`config.mk`:
```
export PLATFORM = sky130hd
export DESIGN_NAME = olbc_ctrl
export DESIGN_NICKNAME = d
export VERILOG_FILES = /design/src/rtl/olbc_pkg.sv /design/src/rtl/olbc_ctrl.sv
export SDC_FILE = /design/constraint.sdc
export NUM_CORES = 1
export LEC_CHECK = 0
export BUFFER_PORTS_ARGS = -buffer_cell sky130_fd_sc_hd__buf_2
export CORE_MARGIN = 2
export CORE_UTILIZATION = 40
export DETAILED_ROUTE_END_ITERATION = 10
export SYNTH_ARGS = -nofsm -noshare
export SYNTH_HDL_FRONTEND = slang
export SYNTH_SLANG_ARGS = --single-unit
```
`constraint.sdc`:
```
create_clock -name clk_i -period 2.45 [get_ports clk_i]
set_clock_uncertainty 0.05 [all_clocks]
set_input_delay 0.3675 -clock clk_i [delete_from_list [all_inputs] [get_ports clk_i]]
set_output_delay 0.3675 -clock clk_i [all_outputs]
set_load 0.005 [all_outputs]
```
`src/rtl/olbc_pkg.sv`:
```
`default_nettype none
package olbc_pkg;

  localparam int unsigned VtxW           = 16;
  localparam int unsigned NumW           = 17;
  localparam int unsigned CountW         = 16;
  localparam int unsigned CntW           = 32;
  localparam int unsigned MaxVerticesDef = 65536;
  localparam logic [NumW-1:0] NumReset   = 17'd65536;

  localparam logic OpClear = 1'b0;

  typedef enum logic [3:0] {
    OP_IDLE,
    OP_ACCEPT,
    OP_SWEEP,
    OP_START,
    OP_CL_SEL,
    OP_FIND,
    OP_CL_UPD,
    OP_FO_SEL,
    OP_FO_CHK,
    OP_SZ_A,
    OP_SZ_B,
    OP_SZ_CMP,
    OP_RR_WR,
    OP_LINK,
    OP_DONE
  } op_e;

  typedef struct packed {
    op_e  op;
    logic sweep_all;
  } cmd_t;

  typedef struct packed {
    logic find_done;
    logic clear;
    logic bad;
    logic cnt_wrap;
    logic pos_a_ok;
    logic pos_b_ok;
    logic meet_hit;
    logic cur_is_meet;
    logic fside_b;
    logic par_none;
    logic sweep_last;
    logic out_free;
  } status_t;

endpackage
`default_nettype wire

```
`src/rtl/olbc_ctrl.sv`:
```
`default_nettype none
module olbc_ctrl (
  input  wire logic              clk_i,
  input  wire logic              rst_ni,
  input  wire logic              in_valid_i,
  output logic                   in_stall_o,
  input  wire olbc_pkg::status_t st_i,
  output olbc_pkg::cmd_t         cmd_o
);
  import olbc_pkg::*;

  typedef enum logic [15:0] {
    S_SWEEP   = 16'h0001,
    S_IDLE    = 16'h0002,
    S_START   = 16'h0004,
    S_CL_SEL  = 16'h0008,
    S_CL_FIND = 16'h0010,
    S_CL_UPD  = 16'h0020,
    S_FO_SEL  = 16'h0040,
    S_FO_FIND = 16'h0080,
    S_FO_CHK  = 16'h0100,
    S_SZ_A    = 16'h0200,
    S_SZ_B    = 16'h0400,
    S_SZ_CMP  = 16'h0800,
    S_RR_FIND = 16'h1000,
    S_RR_WR   = 16'h2000,
    S_LINK    = 16'h4000,
    S_DONE    = 16'h8000
  } state_e;

  state_e state_q, state_d, after_q, after_d;
  logic   sweep_all_q, sweep_all_d;

  assign in_stall_o = (state_q != S_IDLE);

  always_comb begin
    state_d       = state_q;
    after_d       = after_q;
    sweep_all_d   = sweep_all_q;
    cmd_o.op        = OP_IDLE;
    cmd_o.sweep_all = sweep_all_q;
    unique case (state_q)
      S_SWEEP: begin
        cmd_o.op = OP_SWEEP;
        if (st_i.sweep_last) state_d = after_q;
      end
      S_IDLE: begin
        if (in_valid_i) begin
          cmd_o.op = OP_ACCEPT;
          state_d  = S_START;
        end
      end
      S_START: begin
        cmd_o.op = OP_START;
        if (st_i.clear) begin
          sweep_all_d = 1'b1;
          after_d     = S_DONE;
          state_d     = S_SWEEP;
        end else if (st_i.bad) begin
          state_d = S_DONE;
        end else if (st_i.cnt_wrap) begin
          // stamp counter wrapped: wipe visit stamps only
          sweep_all_d = 1'b0;
          after_d     = S_CL_SEL;
          state_d     = S_SWEEP;
        end else begin
          state_d = S_CL_SEL;
        end
      end
      S_CL_SEL: begin
        if (!st_i.pos_a_ok && !st_i.pos_b_ok) begin
          state_d = S_SZ_A;
        end else begin
          cmd_o.op = OP_CL_SEL;
          state_d  = S_CL_FIND;
        end
      end
      S_CL_FIND: begin
        cmd_o.op = OP_FIND;
        if (st_i.find_done) state_d = S_CL_UPD;
      end
      S_CL_UPD: begin
        cmd_o.op = OP_CL_UPD;
        state_d  = st_i.meet_hit ? S_FO_SEL : S_CL_SEL;
      end
      S_FO_SEL: begin
        cmd_o.op = OP_FO_SEL;
        state_d  = S_FO_FIND;
      end
      S_FO_FIND: begin
        cmd_o.op = OP_FIND;
        if (st_i.find_done) state_d = S_FO_CHK;
      end
      S_FO_CHK: begin
        cmd_o.op = OP_FO_CHK;
        if (st_i.cur_is_meet) begin
          state_d = st_i.fside_b ? S_DONE : S_FO_SEL;
        end else begin
          state_d = S_FO_FIND;
        end
      end
      S_SZ_A: begin
        cmd_o.op = OP_SZ_A;
        state_d  = S_SZ_B;
      end
      S_SZ_B: begin
        cmd_o.op = OP_SZ_B;
        state_d  = S_SZ_CMP;
      end
      S_SZ_CMP: begin
        cmd_o.op = OP_SZ_CMP;
        state_d  = S_RR_FIND;
      end
      S_RR_FIND: begin
        cmd_o.op = OP_FIND;
        if (st_i.find_done) state_d = S_RR_WR;
      end
      S_RR_WR: begin
        cmd_o.op = OP_RR_WR;
        state_d  = st_i.par_none ? S_LINK : S_RR_FIND;
      end
      S_LINK: begin
        cmd_o.op = OP_LINK;
        state_d  = S_DONE;
      end
      S_DONE: begin
        if (st_i.out_free) begin
          cmd_o.op = OP_DONE;
          state_d  = S_IDLE;
        end
      end
      default: state_d = S_IDLE;
    endcase
  end

  always_ff @(posedge clk_i or negedge rst_ni) begin
    if (!rst_ni) begin
      state_q     <= S_SWEEP;
      after_q     <= S_IDLE;
      sweep_all_q <= 1'b1;
    end else begin
      state_q     <= state_d;
      after_q     <= after_d;
      sweep_all_q <= sweep_all_d;
    end
  end

endmodule
`default_nettype wire

```
==> qor.csv <==
metric,value,unit
outcome,"finished, violations left",
failing checks,negative setup slack,
Worst-Margin Slew,556,ps
met1 Use GR,0.271,
met3 Usage GRT,0.0214,
synthesized cell area,1400,um^2
CTS tree,yes,
Detail Placement HPWL,3.00,mm
Max Slew Vio Count,0,
asr flop ratio synth,1.00,
number of global-route vias before repair,1378,
WHS,191,ps
power per cell area,792,nW/um^2
routing usage on met2,0.355,
final setup fails,4,
Post-Syn Instances,163,
Multi-input gate area,890,um^2
synth-to-layout area growth,36.2,%
startpoint types,flip-flop,
total grt overflow,0,
Core ar.,3340,um^2
Synth Net Count,178,
antenna violations before repair,0,
worst relative slew slack,0.619,
layout cells sized above 1,0.397,
gp weighted congestion,0.889,
syn_area_per_cell,8.59,um^2
finished layout cell area,1910,um^2
"Req. time, crit path",2030,ps
"Hold Vio Cnt, Final",0,
minimum clock period,2670,ps
busiest grt layer,met2,
Max Clk Rate,375,MHz
Nets,225,
root buf cell,clkbuf_4,
Cells on Worst Hold Path,2,
largest fanout on the critical path,3,
Yosys reg bits,20,
total track usage,0.206,
"Reg clk slew, reported paths",120,ps
dpl cells,241,
routed vias/inst,5.75,
predominant post-synthesis flop cell,dfrtp_1,
Seq. cell area,504,um^2
WL/cell,15.7,um
Die W,63.2,um
First-pass DRT Iterations,4,
FF-to-FF path depth,6,
crit path DAT,2250,ps
CP Class,flip-flop to output port,
MaxCap Viol Count,0,
Synth warnings,0,
Starting Density,0.420,
DR vias,1467,
Worst-Skew Late Latency,300,ps
pre-CTS worst setup slack,25.7,ps
Final period util,1.09,
number of synthesized flops with an enable pin,0,
Die H,63.2,um
CTS Buf Count,3,
Hold Crit Class,input pin to flip-flop,
ANT nets after route,0,
# rows,21,
DP Area,1680,um^2
Iteration-0 DRC Markers,74,
setup repair after global routing missed its margin,true,
Final Core Density,0.571,
Fillers,339,
Max VDD drop,403,uV
maximum buffer depth of the clock tree,2,
Port-buffer cells,20,
Max H-tree Level,1,
Leakage,0.940,nW
ant diodes,0,
Die ar.,3990,um^2
CTS Sinks,20,
Synth cell types,51,
CP Capture Type,output port,
global-route wire length before repair,6.47,mm
# IOs,21,
"Cell Count, Final, Fillers Out",255,
sequential cell area fraction in the yosys report,0.360,
DR DRC count,0,
drt total wl,4.02,mm
PnR worst setup slack,-215,ps
pin count of the biggest net entering global routing,21,
## report_power, final
group / switching, mW / total, mW / internal [mW]
Combinational: 0.404 / 0.820 / 0.416
Clock: 0.104 / 0.269 / 0.165
Sequential: 0.0325 / 0.422 / 0.389
Total: 0.540 / 1.51 / 0.971
## metal layers
metal	routed length, um	vias up
met1	1820	721
met3	161	4
li1	-	695
met4	36	0
met5	0	-
met2	2000	47
## layout make-up
class | count | area share
clock buffer | 3 | 0.0118
tap | 46 | 0.0302
inverter | 8 | 0.0157
timing repair buffer | 56 | 0.196
clock inverter | 1 | 0.0157
multi-input combinational | 121 | 0.467
sequential | 20 | 0.264
## registers in the layout (all words and copies together) (netlist names)
signal / cells
after_q: 3
state_q: 16
sweep_all_q: 1
## layout by cell type (no fill, tap or decap), types with 2 or more instances in the layout
cell / n
a2111oi_0: 2
nand3b_1: 4
nand2b_1: 2
nand4_1: 3
a41oi_1: 2
nand2_1: 9
buf_4: 35
o21ai_0: 9
dfstp_2: 3
nor3_2: 2
nor2b_1: 4
dfrtp_1: 17
and2_1: 3
o21bai_1: 2
buf_2: 20
and3_1: 5
clkbuf_4: 3
inv_1: 8
xor2_1: 6
nor4_1: 5
nor4b_1: 2
nor4_2: 3
nand3_1: 3
or4_4: 4
nor3_1: 8
a21oi_1: 2
nor4_4: 3
nor2_1: 12
## through the flow
stage	setup TNS (ps)	power [mW]
after floorplan	0	0.801
after global placement	0	1.03
after detailed placement	0	1.05
after CTS	-564	1.45
after global routing	-823	1.60
final	-574	1.51
## timing repair
action                                  in CTS  in global routing
hold buffers                                 1                  0
gates cloned                                 0                  0
buffers inserted                             6                  3
endpoints found under the setup margin       4                  7
hold endpoints to repair                    17                  0
pin swaps                                    3                  0
gates resized for setup                     11                  6
## synthesized netlist by cell type, drive strengths merged (2+ instances only)
cell type	n	area, um^2
dfrtp	17	425
nor2	13	48.8
clkbuf	11	42.5
nor4	11	83.8
nor3	10	50.1
nand2	9	33.8
o21ai	9	45.0
inv	8	30.0
and3	6	37.5
xor2	6	52.6
nand3b	4	30.0
nor2b	4	25.0
or4	4	37.5
and2	3	18.8
buf	3	30.0
dfstp	3	78.8
nand3	3	15.0
nand4	3	18.8
a2111oi	2	17.5
a211oi	2	15.0
a21oi	2	10.0
a41oi	2	17.5
and3b	2	18.8
nand2b	2	12.5
nor4b	2	17.5
o21bai	2	15.0
or3	2	13.8
## worst max-delay path, cell delays in order (launching register included)
cell	delay [ps]
dfrtp_1	410
or4_4	530
or4_4	540
a211oi_4	210
nand3b_1	140
buf_2	110
## cells by family after synthesis
group           after synthesis  synth area share
simple gates                 81             0.351
flops                        20             0.360
xor+xnor                      6            0.0375
mux                           1           0.00715
buf+inv                      22            0.0733
compound gates               33             0.171
## path summary, 6_finish.rpt
path                              from           to  slack [ps]
setup / recovery            state_q[1]     cmd_o[3]        -220
hold / removal                 st_i[7]   state_q[9]         190
setup reg to reg            state_q[1]   state_q[4]          40
hold reg to reg            sweep_all_q  sweep_all_q         440
max in group asynchronous       rst_ni  sweep_all_q        1510
min in group asynchronous       rst_ni   state_q[2]         490
No activity file was read; power rests on OpenSTA's default activity.
